--- src/hw/rtl/mdf_pkg.sv ---
// ----------------------------------------------------------------------------
// mdf_pkg
// Shared types, sizes and codes for the mailbox descriptor FIFO.
// ----------------------------------------------------------------------------
package mdf_pkg;

	localparam int MAX_SLOTS = 16;
	localparam int WORD_BITS = 32;

	localparam int IDX_W   = (MAX_SLOTS > 1) ? $clog2(MAX_SLOTS) : 1;
	localparam int CNT_W   = $clog2(MAX_SLOTS + 1);
	localparam int LEN_W   = 16;
	localparam int SLOTS_W = 5;
	localparam int CFG_W   = 16;
	localparam int REG_W   = 2;

	localparam logic [REG_W-1:0] REG_CONFIGURED = REG_W'(0);
	localparam logic [REG_W-1:0] REG_SLOTS      = REG_W'(1);
	localparam logic [REG_W-1:0] REG_ENTRY      = REG_W'(2);

	localparam logic [2:0] ST_OK        = 3'd0;
	localparam logic [2:0] ST_NOT_CFG   = 3'd1;
	localparam logic [2:0] ST_TOO_LONG  = 3'd2;
	localparam logic [2:0] ST_TIMEOUT   = 3'd3;
	localparam logic [2:0] ST_MUST_WAIT = 3'd4;
	localparam logic [2:0] ST_IRQ_WAIT  = 3'd5;

	localparam logic CMD_WRITE = 1'b0;
	localparam logic CMD_READ  = 1'b1;

	typedef struct packed {
		logic        cmd;
		logic [31:0] message_word;
		logic [15:0] msg_length;
		logic        may_wait;
		logic        from_interrupt;
	} req_t;

	typedef struct packed {
		logic [2:0]  status;
		logic [31:0] read_word;
		logic [15:0] read_length;
		logic        box_empty;
		logic        box_full;
		logic [4:0]  used_slots;
		logic [4:0]  peak_slots;
	} rsp_t;

	typedef struct packed {
		logic [WORD_BITS-1:0] word;
		logic [LEN_W-1:0]     length;
	} slot_t;

	typedef struct packed {
		logic             configured;
		logic [CNT_W-1:0] depth;
		logic [LEN_W-1:0] entry_bytes;
		logic             ring_clear;
	} cfg_t;

	function automatic logic [CNT_W-1:0] depth_of(input logic [SLOTS_W-1:0] v);
		if (v == '0) return CNT_W'(1);
		if (int'(v) > MAX_SLOTS) return CNT_W'(MAX_SLOTS);
		return CNT_W'(v);
	endfunction

	function automatic logic [IDX_W-1:0] advance(input logic [IDX_W-1:0] idx,
		input logic [CNT_W-1:0] dep);
		logic [CNT_W:0] n;
		n = (CNT_W+1)'(idx) + (CNT_W+1)'(1);
		if (n >= {1'b0, dep}) return '0;
		return IDX_W'(n);
	endfunction

endpackage

--- src/hw/rtl/mdf_req_if.sv ---
// ----------------------------------------------------------------------------
// mdf_req_if
// Request channel: valid/ready handshake carrying one access per beat.
// ----------------------------------------------------------------------------
interface mdf_req_if;
	import mdf_pkg::*;

	logic valid;
	logic ready;
	req_t data;

	modport source (output valid, output data, input ready);
	modport sink (input valid, input data, output ready);
endinterface

--- src/hw/rtl/mdf_rsp_if.sv ---
// ----------------------------------------------------------------------------
// mdf_rsp_if
// Result channel: valid/ready handshake carrying one result per beat.
// ----------------------------------------------------------------------------
interface mdf_rsp_if;
	import mdf_pkg::*;

	logic valid;
	logic ready;
	rsp_t data;

	modport source (output valid, output data, input ready);
	modport sink (input valid, input data, output ready);
endinterface

--- src/hw/rtl/mdf_slot_ram.sv ---
// ----------------------------------------------------------------------------
// mdf_slot_ram
// Simple dual-port synchronous RAM, one write and one registered read port.
// ----------------------------------------------------------------------------
module mdf_slot_ram #(
	parameter int DEPTH = 16,
	parameter int WIDTH = 48,
	parameter int AW    = 4
) (
	input  logic             clk,
	input  logic             we,
	input  logic [AW-1:0]    waddr,
	input  logic [WIDTH-1:0] wdata,
	input  logic             re,
	input  logic [AW-1:0]    raddr,
	output logic [WIDTH-1:0] rdata
);
	logic [WIDTH-1:0] mem [DEPTH];

	always_ff @(posedge clk) begin
		if (we) begin
			mem[waddr] <= wdata;
		end
		if (re) begin
			rdata <= mem[raddr];
		end
	end
endmodule

--- src/hw/rtl/mdf_cfg_regs.sv ---
// ----------------------------------------------------------------------------
// mdf_cfg_regs
// Configuration registers; flags a ring reset on setup writes.
// ----------------------------------------------------------------------------
module mdf_cfg_regs (
	input  logic                      clk,
	input  logic                      arst_n,
	input  logic                      wr_en,
	input  logic [mdf_pkg::REG_W-1:0] wr_index,
	input  logic [mdf_pkg::CFG_W-1:0] wr_data,
	output mdf_pkg::cfg_t             cfg
);
	import mdf_pkg::*;

	logic             configured_q;
	logic [CNT_W-1:0] depth_q;
	logic [LEN_W-1:0] entry_q;
	logic             clear;

	always_comb begin
		clear = 1'b0;
		if (wr_en) begin
			case (wr_index)
				REG_CONFIGURED: clear = !configured_q && wr_data[0];
				REG_SLOTS:      clear = 1'b1;
				REG_ENTRY:      clear = 1'b1;
				default:        clear = 1'b0;
			endcase
		end
	end

	always_ff @(posedge clk or negedge arst_n) begin
		if (!arst_n) begin
			configured_q <= 1'b0;
			depth_q      <= depth_of(SLOTS_W'(16));
			entry_q      <= '0;
		end else if (wr_en) begin
			case (wr_index)
				REG_CONFIGURED: configured_q <= wr_data[0];
				REG_SLOTS:      depth_q      <= depth_of(wr_data[SLOTS_W-1:0]);
				REG_ENTRY:      entry_q      <= wr_data[LEN_W-1:0];
				default:        ;
			endcase
		end
	end

	assign cfg.configured  = configured_q;
	assign cfg.depth       = depth_q;
	assign cfg.entry_bytes = entry_q;
	assign cfg.ring_clear  = clear;
endmodule

--- src/hw/rtl/mdf_ring_ctrl.sv ---
// ----------------------------------------------------------------------------
// mdf_ring_ctrl
// Ring pointers, flags and counters around the slot RAM; one access at a time.
// ----------------------------------------------------------------------------
module mdf_ring_ctrl (
	input  logic          clk,
	input  logic          arst_n,
	input  mdf_pkg::cfg_t cfg,
	mdf_req_if.sink       req,
	output logic          res_valid,
	output mdf_pkg::rsp_t res,
	input  logic          res_ready
);
	import mdf_pkg::*;

	logic             busy_q;
	req_t             item_s1;
	logic [IDX_W-1:0] wr_idx_q, rd_idx_q;
	logic [CNT_W-1:0] held_q, peak_q;
	logic             full_q, empty_q;

	slot_t            rd_slot, wr_slot;
	logic             accept, commit;
	logic             do_wr, do_rd;
	logic [2:0]       status;
	logic [IDX_W-1:0] wr_idx_n, rd_idx_n;
	logic [CNT_W-1:0] held_n, peak_n;
	logic             full_n, empty_n;
	logic [LEN_W-1:0] rlen;

	assign req.ready = !busy_q;
	assign accept    = req.valid && !busy_q;
	assign res_valid = busy_q;
	assign commit    = busy_q && res_ready;

	assign wr_slot.word   = WORD_BITS'(item_s1.message_word);
	assign wr_slot.length = item_s1.msg_length;

	mdf_slot_ram #(
		.DEPTH (MAX_SLOTS),
		.WIDTH ($bits(slot_t)),
		.AW    (IDX_W)
	) u_ram (
		.clk   (clk),
		.we    (commit && do_wr),
		.waddr (wr_idx_q),
		.wdata (wr_slot),
		.re    (accept),
		.raddr (rd_idx_q),
		.rdata (rd_slot)
	);

	always_comb begin
		do_wr  = 1'b0;
		do_rd  = 1'b0;
		status = ST_OK;
		if (item_s1.from_interrupt && item_s1.may_wait) begin
			status = ST_IRQ_WAIT;
		end else if (!cfg.configured) begin
			status = ST_NOT_CFG;
		end else if (item_s1.cmd == CMD_WRITE) begin
			if (cfg.entry_bytes != '0 && item_s1.msg_length > cfg.entry_bytes) begin
				status = ST_TOO_LONG;
			end else if (full_q) begin
				status = item_s1.may_wait ? ST_MUST_WAIT : ST_TIMEOUT;
			end else begin
				do_wr = 1'b1;
			end
		end else begin
			if (empty_q) begin
				status = item_s1.may_wait ? ST_MUST_WAIT : ST_TIMEOUT;
			end else begin
				do_rd = 1'b1;
			end
		end

		wr_idx_n = wr_idx_q;
		rd_idx_n = rd_idx_q;
		held_n   = held_q;
		peak_n   = peak_q;
		full_n   = full_q;
		empty_n  = empty_q;
		if (do_wr) begin
			wr_idx_n = advance(wr_idx_q, cfg.depth);
			if (held_q < CNT_W'(MAX_SLOTS)) begin
				held_n = held_q + CNT_W'(1);
			end
			if (held_n > peak_q) begin
				peak_n = held_n;
			end
			empty_n = 1'b0;
			if (wr_idx_n == rd_idx_q) begin
				full_n = 1'b1;
			end
		end
		if (do_rd) begin
			rd_idx_n = advance(rd_idx_q, cfg.depth);
			if (held_q != '0) begin
				held_n = held_q - CNT_W'(1);
			end
			full_n = 1'b0;
			if (rd_idx_n == wr_idx_q) begin
				empty_n = 1'b1;
			end
		end

		if (cfg.entry_bytes != '0 && item_s1.msg_length != '0
			&& item_s1.msg_length <= rd_slot.length) begin
			rlen = item_s1.msg_length;
		end else begin
			rlen = rd_slot.length;
		end

		res.status      = status;
		res.read_word   = do_rd ? 32'(rd_slot.word) : '0;
		res.read_length = do_rd ? rlen : '0;
		res.box_empty   = empty_n;
		res.box_full    = full_n;
		res.used_slots  = 5'(held_n);
		res.peak_slots  = 5'(peak_n);
	end

	always_ff @(posedge clk) begin
		if (accept) begin
			item_s1 <= req.data;
		end
	end

	always_ff @(posedge clk or negedge arst_n) begin
		if (!arst_n) begin
			busy_q   <= 1'b0;
			wr_idx_q <= '0;
			rd_idx_q <= '0;
			held_q   <= '0;
			peak_q   <= '0;
			full_q   <= 1'b0;
			empty_q  <= 1'b1;
		end else begin
			if (accept) begin
				busy_q <= 1'b1;
			end else if (commit) begin
				busy_q <= 1'b0;
			end
			if (cfg.ring_clear) begin
				wr_idx_q <= '0;
				rd_idx_q <= '0;
				held_q   <= '0;
				full_q   <= 1'b0;
				empty_q  <= 1'b1;
			end else if (commit) begin
				wr_idx_q <= wr_idx_n;
				rd_idx_q <= rd_idx_n;
				held_q   <= held_n;
				peak_q   <= peak_n;
				full_q   <= full_n;
				empty_q  <= empty_n;
			end
		end
	end

	a_not_full_and_empty: assert property (@(posedge clk) disable iff (!arst_n)
		!(full_q && empty_q))
		else $error("ring both full and empty");

	a_empty_tracks_count: assert property (@(posedge clk) disable iff (!arst_n)
		empty_q == (held_q == '0))
		else $error("empty flag disagrees with held count");

	a_peak_covers_held: assert property (@(posedge clk) disable iff (!arst_n)
		held_q <= peak_q)
		else $error("peak below held count");

	a_commit_frees: assert property (@(posedge clk) disable iff (!arst_n)
		commit |=> !busy_q)
		else $error("still busy after result taken");
endmodule

--- src/hw/rtl/mailbox_descriptor_fifo_unit.sv ---
// ----------------------------------------------------------------------------
// mailbox_descriptor_fifo_unit
// Ring mailbox of message slots with full/empty flags and peak watermark.
// ----------------------------------------------------------------------------
// Usage:
//   req  : one access per beat (cmd, message_word, msg_length, may_wait,
//          from_interrupt). A write stores a slot, a read drains one.
//   rsp  : one result beat per access: status, read word and length,
//          flags, used and peak slot counts after the access.
//   wr_en/wr_index/wr_data : register writes, only while the block is idle.
//          Index 0 box_configured, 1 slots_in_use, 2 entry_bytes.
// Timing: the slot RAM is read at the edge that accepts a beat; the result
//   is formed in the next cycle and lands in the output register once that
//   register can take it. A new access is accepted only after the last result
//   has left, set by the read-then-update turn around the registered slot RAM.
// Reset: ring empty, pointers and counts zero, box not configured, depth 16,
//   by-reference mode. Slot contents are not cleared and need no sweep.
// Stall: a result held in the output register does not block the next
//   access, which is computed and then waits until the register frees.
// ----------------------------------------------------------------------------
module mailbox_descriptor_fifo_unit (
	input  logic                      clk,
	input  logic                      arst_n,
	mdf_req_if.sink                   req,
	mdf_rsp_if.source                 rsp,
	input  logic                      wr_en,
	input  logic [mdf_pkg::REG_W-1:0] wr_index,
	input  logic [mdf_pkg::CFG_W-1:0] wr_data
);
	import mdf_pkg::*;

	cfg_t cfg;
	rsp_t res;
	logic res_valid, res_ready;
	rsp_t out_q;
	logic out_valid_q;

	mdf_cfg_regs u_cfg (
		.clk      (clk),
		.arst_n   (arst_n),
		.wr_en    (wr_en),
		.wr_index (wr_index),
		.wr_data  (wr_data),
		.cfg      (cfg)
	);

	mdf_ring_ctrl u_ctrl (
		.clk       (clk),
		.arst_n    (arst_n),
		.cfg       (cfg),
		.req       (req),
		.res_valid (res_valid),
		.res       (res),
		.res_ready (res_ready)
	);

	assign res_ready = !out_valid_q || rsp.ready;

	always_ff @(posedge clk) begin
		if (res_valid && res_ready) begin
			out_q <= res;
		end
	end

	always_ff @(posedge clk or negedge arst_n) begin
		if (!arst_n) begin
			out_valid_q <= 1'b0;
		end else if (res_ready) begin
			out_valid_q <= res_valid;
		end
	end

	assign rsp.valid = out_valid_q;
	assign rsp.data  = out_q;
endmodule
--- src/flat_wrapper.sv ---
// flat-port wrapper written by rule: the top's interface ports become plain ports
module mailbox_descriptor_fifo_unit_flat import mdf_pkg::*;
  (clk, arst_n, wr_en, wr_index, wr_data, req_valid, req_data, req_ready, rsp_valid, rsp_data, rsp_ready);
  mdf_req_if req_i ();
  mdf_rsp_if rsp_i ();
  input  logic clk;
  input  logic arst_n;
  input  logic wr_en;
  input  logic [mdf_pkg::REG_W-1:0] wr_index;
  input  logic [mdf_pkg::CFG_W-1:0] wr_data;
  input wire logic [$bits(req_i.valid)-1:0] req_valid;
  input wire logic [$bits(req_i.data)-1:0] req_data;
  output wire logic [$bits(req_i.ready)-1:0] req_ready;
  output wire logic [$bits(rsp_i.valid)-1:0] rsp_valid;
  output wire logic [$bits(rsp_i.data)-1:0] rsp_data;
  input wire logic [$bits(rsp_i.ready)-1:0] rsp_ready;
  assign req_i.valid = req_valid;
  assign req_i.data = req_data;
  assign req_ready = req_i.ready;
  assign rsp_valid = rsp_i.valid;
  assign rsp_data = rsp_i.data;
  assign rsp_i.ready = rsp_ready;
  mailbox_descriptor_fifo_unit u_core (.clk(clk), .arst_n(arst_n), .req(req_i), .rsp(rsp_i), .wr_en(wr_en), .wr_index(wr_index), .wr_data(wr_data));
endmodule
--- config.mk ---
export PLATFORM = sky130hd
export DESIGN_NAME = mailbox_descriptor_fifo_unit_flat
export DESIGN_NICKNAME = d
export VERILOG_FILES = /design/src/hw/rtl/mdf_pkg.sv /design/src/hw/rtl/mdf_req_if.sv /design/src/hw/rtl/mdf_rsp_if.sv /design/src/hw/rtl/mdf_slot_ram.sv /design/src/hw/rtl/mdf_cfg_regs.sv /design/src/hw/rtl/mdf_ring_ctrl.sv /design/src/hw/rtl/mailbox_descriptor_fifo_unit.sv /design/src/flat_wrapper.sv
export SDC_FILE = /design/constraint.sdc
export NUM_CORES = 1
export LEC_CHECK = 0
export BUFFER_PORTS_ARGS = -buffer_cell sky130_fd_sc_hd__clkbuf_2
export CELL_PAD_IN_SITES_DETAIL_PLACEMENT = 2
export CELL_PAD_IN_SITES_GLOBAL_PLACEMENT = 2
export CORE_MARGIN = 2
export CORE_UTILIZATION = 35
export CTS_CLUSTER_SIZE = 16
export DETAILED_ROUTE_END_ITERATION = 6
export GPL_ROUTABILITY_DRIVEN = 0
export PLACE_DENSITY = 0.62
export SYNTH_ARGS = -nofsm -noshare
export SYNTH_HDL_FRONTEND = slang
export SYNTH_SLANG_ARGS = --single-unit
--- constraint.sdc ---
create_clock -name clk -period 5.2 [get_ports clk]
set_input_delay 0.52 -clock clk [delete_from_list [all_inputs] [get_ports clk]]
set_output_delay 0.52 -clock clk [all_outputs]
set_load 0.01 [all_outputs]
# Word level (Yosys, flattened, before mapping)
# Memories as Yosys holds them, arrays and structs flattened. A register that Yosys moved wholly into a read port is not among the register bits.
# Index checks and enable logic that the tools add are counted.
# op_classes
n_addsub	4
mul	0
div_mod_pow	0
n_lt_le_gt_ge	7
n_eq_ne	4
shift	0
muxes	68
bitwise	2
n_reduce_logical	29
# ops
op	n
5-bit 2-to-1 mux	13
4-bit 2-to-1 mux	12
1-bit 2-to-1 mux	35
16-bit nonzero test	2
3-bit 2-to-1 mux	6
16-bit greater-than comparator	1
16-bit <= comparator	1
16-bit 2-to-1 mux	1
2-bit AND reduction	6
4-bit by 1-bit adder with 5-bit output, second input constant	2
5-bit greater-or-equal comparator	2
4-bit == test	2
1-bit logical AND	8
2-bit nonzero test	4
5-bit by 1-bit adder with 5-bit output, second input constant	1
5-bit greater-than comparator	1
5-bit greater-than comparator, second input constant	1
5-bit logical NOT	1
5-bit < comparator, second input constant	1
5-bit nonzero test	1
5-bit by 1-bit subtractor with 5-bit output, second input constant	1
2-bit OR reduction	2
1-bit logical NOT	3
2-bit by 1-bit == test with 1-bit output, second input constant	1
other kinds (5)	6
# totals
reg_bits	158
latch_bits	0
ram_bits	768
romBits	0
word_cells	139
n_memories	1
# memory_table
memory	words	width	rd	rd_clocked_by_memory_dff	write_ports	line	source
u_core.u_ctrl.u_ram.mem	16	48	1	1	1	mdf_slot_ram.sv:18	logic [WIDTH-1:0] mem [DEPTH];

# Longest topological paths before layout
# depth
depth_word	15
ltp_mapped	11
ltp_nobuf	11

# By module
# Synthesis repeated with hierarchy kept, for this count alone.
# hier_totals
hier_cells	1889
hier_area_um2	37973.9
# by_module_without_submodules
module	n_inst	cells_each	area_per_inst_um2
mdf_slot_ram	1	1242	30171.4
mdf_ring_ctrl	1	512	4884.7
mailbox_descriptor_fifo_unit	1	67	1945.6
mdf_cfg_regs	1	68	972.2

# Worst setup path after synthesis
# No wires, ideal clock.
# synth_path
path_type	input -> register
start	input req_valid
end	register u_core.u_ctrl.item_s1[0] (netlist bit) (enable)
setup_time_ps	569
arrival_ps	4829
setup_slack_ps	-199
stages	1
path_cell_list	nor2b_1
# synth_via
elab_chain_len	1
# synth_lines
element	line	source
from (decl)	flat_wrapper.sv:11	input wire logic [$bits(req_i.valid)-1:0] req_valid;
1-bit logical AND	mdf_ring_ctrl.sv:32	assign accept = req.valid && !busy_q;
to (signal assigned)	mdf_ring_ctrl.sv:125	item_s1 <= req.data;
to (decl)	mdf_ring_ctrl.sv:17	req_t item_s1;
# Every way passes these cells.
# A chain may end at the register's enable or synchronous reset.

# Worst setup path in the final report
# layout_path
start	register u_core.u_ctrl.item_s1[16] (netlist bit)
end	memory u_core.u_ctrl.u_ram.mem[10][12] (enable)
# layout_via
elab_chain_len	9
# layout_lines
element	line	source
16-bit greater-than comparator	mdf_ring_ctrl.sv:62	if (cfg.entry_bytes != '0 && item_s1.msg_length > cfg.entry_bytes) begin
1-bit logical AND	mdf_ring_ctrl.sv:62	
1-bit 2-to-1 mux	mdf_ring_ctrl.sv:62	
1-bit 2-to-1 mux	mdf_ring_ctrl.sv:61	end else if (item_s1.cmd == CMD_WRITE) begin
1-bit 2-to-1 mux	mdf_ring_ctrl.sv:59	end else if (!cfg.configured) begin
1-bit 2-to-1 mux	mdf_ring_ctrl.sv:57	if (item_s1.from_interrupt && item_s1.may_wait) begin
1-bit logical AND	mdf_ring_ctrl.sv:45	.we (commit && do_wr),
1-bit 2-to-1 mux	mdf_slot_ram.sv:21	if (we) begin
1-bit 2-to-1 mux (implied by the code)	mdf_slot_ram.sv:22	mem[waddr] <= wdata;
to (decl)	mdf_slot_ram.sv:18	
# Every way passes these cells.

==> metrics list <==
- The die is 334 µm tall.
- Dividing the synthesized area by the synthesized cell count gives 21.4 µm².
* CTS-repair resized insts: 0
- Area overhead of the layout relative to synthesis: 16.2%
- Leading cell types in the layout, fill and taps excluded: 930 x edfxtp_1, 240 x mux4_2, 138 x clkbuf_2
- The floorplan step defined a core boundary enclosing 0.109 mm².
- Input and output buffers added on the ports amount to 138.
* Mean routed wirelength per cell: 28.1 µm
- WP data required: 5.55 ns
* CP Data Arrival Time: 4.71 ns
- Global-route wire length before repair: 146 mm
- The analysis attributes to net switching a power of 4710 µW.
- Proportion of power drawn by flip-flops and latches: 0.527
* Total internal power: 13900 µW
- Summed over all layers, the routed wires come to 98.8 mm.
* Share of post-route cells with drive strength above 1: 0.290
- For this design, the sink count on the clock tree is 974.
- Overflow after GRT: 0
- VDD sags by at most 0.228 mV.
- Post-synthesis share of cell area spent on full adders, half adders and majority gates: 0.0190
- Max Transition Viols Final: 0
- The clock passes through at most 3 buffers.
- Maximum number of pins on one net before global-route repair: 103
- F_max: 229 MHz
- Switching share of power: 0.253
- Of the total power, combinational logic draws 0.101.
- Placed instance count: 3293
- Count of filler cells inserted in the layout: 10050
- In this run the clock root is driven by a clkbuf_16.
* Die Width: 334 µm
- Prior to clock tree synthesis, the placed netlist has a worst setup slack of 0.852 ns.
- The netlist uses 70 different library cells.
* Per-cell via count in the routed design: 5.26
* Clock Skews: 0.0413 ns
- Clock tree synthesis inserted a total of 105 buffers.
- Number of core rows: 121
- Across every metal layer, demand over resource in global routing totals 0.179.
- The count of nets left with antenna violations once routing finished came out at 0.
* Share of flip-flops with an asynchronous set or reset: 0.0452
* Setup total negative slack: 0 ns
- H-tree Lvls: 3
- Max-cap violations: 0
* Proportion of synthesized area in mux cells: 0.151
- At the pin with the least slew margin, the transition time is 1.11 ns.
- The analysis attributes to cell leakage a power of 0.0144 µW.
* Number of I/O pins: 139
* Worst Setup End Kind: flip-flop
* Max FO, Critical Path: 32
- In the synthesized netlist, the number of instances is 1781.
* Register area share after synthesis: 0.761
- During synthesis, Yosys emitted a total of 0 warnings.
* Post-Synthesis Cell Area: 0.0382 mm²
- Setup repair after global routing left no endpoint under its margin.
* Worst setup path class: reg -> reg
- In the final design database the tool counted 2155 nets.
- Final hold viol count: 0
- Synthesized net count: 1913
* Hpwl dp: 59.2 mm
- The number of antenna violations at the first check in global routing was 2.
- Of the total power, the clock network draws 0.372.
- Number of enable flip-flop cells after synthesis: 930
- CTS clk-pin slew, worst paths: 0.06 ns
* Xor/xnor cell area share of the yosys netlist: 0.00207
- Min-Delay Path Class: in -> reg
- Vias in the first global route: 20794
* Share of the synthesized area in compound gates (AO/OA/AOI/OAI): 0.0207
- Final cycle utilization of the critical path: 0.838
- Largest family of logic cells by synthesized area: multiplexers
- The worst setup path is launched from a flip-flop.
- Register bit total from synthesis: 974
* Ratio of total power to cell area: 421 mW/mm²
- Result of the run: finished clean
- The library cell used most frequently in the layout, excluding fill and tap cells, is edfxtp_1.
* DRC Markers: 0
* Filler-free cell count of the finished design: 3519
- For this run, the leading register cell type out of synthesis is edfxtp_1.
* Share of synthesized cell area in and, or, nand and nor gates: 0.0324
- Setup Viol. Count Final: 0
- The worst path needs 4.36 ns of the cycle, external delays included.
- Skew-Pair Late Insertion Delay: 0.70 ns
- Post-route worst setup slack: 0.840 ns
- Violation count after the first detailed-route iteration: 1450
* CTS tree: yes
- Routed vias: 18516
- Total iterations of the first detailed-routing run: 5
- Worst rel slew slack: 0.255
- The initial utilization of the core area, before any placement, comes to 0.351.
* Area of the die: 0.112 mm²
## repair_timing
item,4_1_cts,5_1_grt
hold buffers,37,0
buffers inserted,0,0
hold endpoints to repair,78,0
## synth_stat cells (2+ instances only)
master,number,area share
a211oi_1,4,0.00079
a21o_1,4,0.00079
a21oi_1,30,0.0039
and2_1,35,0.0057
and3_1,18,0.0030
buf_1,18,0.0018
buf_2,15,0.0020
clkbuf_1,43,0.0042
dfrtp_1,42,0.028
dfstp_2,2,0.0014
edfxtp_1,930,0.73
ha_1,58,0.019
inv_1,55,0.0054
mux2_1,8,0.0024
mux2_2,19,0.0056
mux2i_1,5,0.0013
mux4_2,240,0.14
nand2_1,40,0.0039
nand2b_1,10,0.0016
nand3_1,10,0.0013
nand4_1,21,0.0034
nand4b_1,2,0.00046
nor2_1,39,0.0038
nor2b_1,10,0.0016
nor3_1,8,0.0010
nor3_2,3,0.00079
nor4_1,9,0.0015
o211a_1,3,0.00079
o211ai_1,4,0.00079
o21a_1,8,0.0016
o21ai_0,19,0.0025
o21ai_1,2,0.00026
o22ai_1,3,0.00049
o31ai_1,17,0.0033
or3_1,5,0.00082
xnor2_1,6,0.0014
xor2_1,3,0.00069
## layer usage
| layer | track usage | wire length (µm) | vias to the layer above |
|---|---|---|---|
| met3 | 0.0332 | 5480 | 142 |
| met5 | 0 | 13 | - |
| met2 | 0.292 | 47800 | 505 |
| met4 | 0.0515 | 2150 | 2 |
| li1 | - | - | 7875 |
| met1 | 0.247 | 43400 | 9992 |
## final timing paths
path	slack (ns)	to	cells after the start	from
max in group asynchronous	4.20	u_core.u_ctrl.rd_idx_q[2]	3	arst_n
setup reg to reg	0.84	u_core.u_ctrl.u_ram.mem[10][12]	8	u_core.u_ctrl.item_s1[16]
setup / recovery	0.84	u_core.u_ctrl.u_ram.mem[10][12]	8	u_core.u_ctrl.item_s1[16]
hold / removal	0.04	u_core.u_ctrl.item_s1[23]	1	req_data[23]
min in group asynchronous	0.48	u_core.u_cfg.entry_q[12]	3	arst_n
hold reg to reg	0.51	u_core.u_cfg.depth_q[1]	2	u_core.u_cfg.depth_q[1]
## power by group through the flow
stage / registers [µW] / logic, µW / clock network [µW]
final: 9830 / 1880 / 6940
after detailed placement: 10000 / 1900 / 0
after global placement: 9930 / 1850 / 0
after global routing: 9900 / 2090 / 7390
after CTS: 9840 / 1940 / 7170
after floorplan: 9870 / 1070 / 0
## state kept, by name, summed over array words and instances (netlist names)
| name | count |
|---|---|
| u_core.u_cfg.configured_q | 1 |
| u_core.u_ctrl.wr_idx_q | 4 |
| u_core.u_ctrl.full_q | 1 |
| u_core.u_ctrl.empty_q | 1 |
| u_core.u_ctrl.held_q | 5 |
| u_core.rsp.data | 63 |
| u_core.u_ctrl.peak_q | 5 |
| u_core.u_cfg.depth_q | 5 |
| u_core.u_ctrl.item_s1 | 51 |
| u_core.u_ctrl.res_valid | 1 |
| u_core.u_ctrl.rd_idx_q | 4 |
| u_core.u_ctrl.u_ram.mem | 768 |
| u_core.rsp.valid | 1 |
| u_core.u_cfg.entry_q | 16 |
| u_core.u_ctrl.u_ram.rdata | 48 |
## kinds of logic (layout without fill, tap and decap cells)
logic type,count (synthesis),after routing
compound gates,113,113
xor+xnor,9,9
fa+ha+maj,58,58
buf+inv,133,455
flops,974,974
mux,272,272
other cells,0,2
simple gates,222,222
## metrics by stage
stage	util	cell area (µm²)	total power (µW)	hold WS, ns
floorplan	-	38200	10900	0.224
global placement	0.376	40800	11800	0.496
detailed placement	0.376	40800	11900	0.484
CTS	0.408	44300	18900	0.00725
global route	0.408	44300	19400	0.0338
finish	0.408	44300	18600	0.0372
## final cells by class
class / count / area, µm² / share of cell area
clock inverters: 54 / 377 / 0.00850
well taps: 1414 / 1770 / 0.0399
diodes: 2 / 5.00 / 0.000113
flip-flops and latches: 974 / 29000 / 0.655
inverters: 55 / 209 / 0.00471
multi-input cells: 674 / 8630 / 0.195
clock buffers: 133 / 2750 / 0.0621
repair buffers: 213 / 1550 / 0.0349
## worst max-delay path, stage by stage (launching register included)
cell	delay (ns)
edfxtp_1	0.72
ha_1	0.46
nand4_1	0.20
or3_1	0.47
o41ai_4	0.28
a31oi_4	0.15
nor3_4	0.63
and3_2	0.70
buf_12	0.33
(Power assumes the default switching activity.)
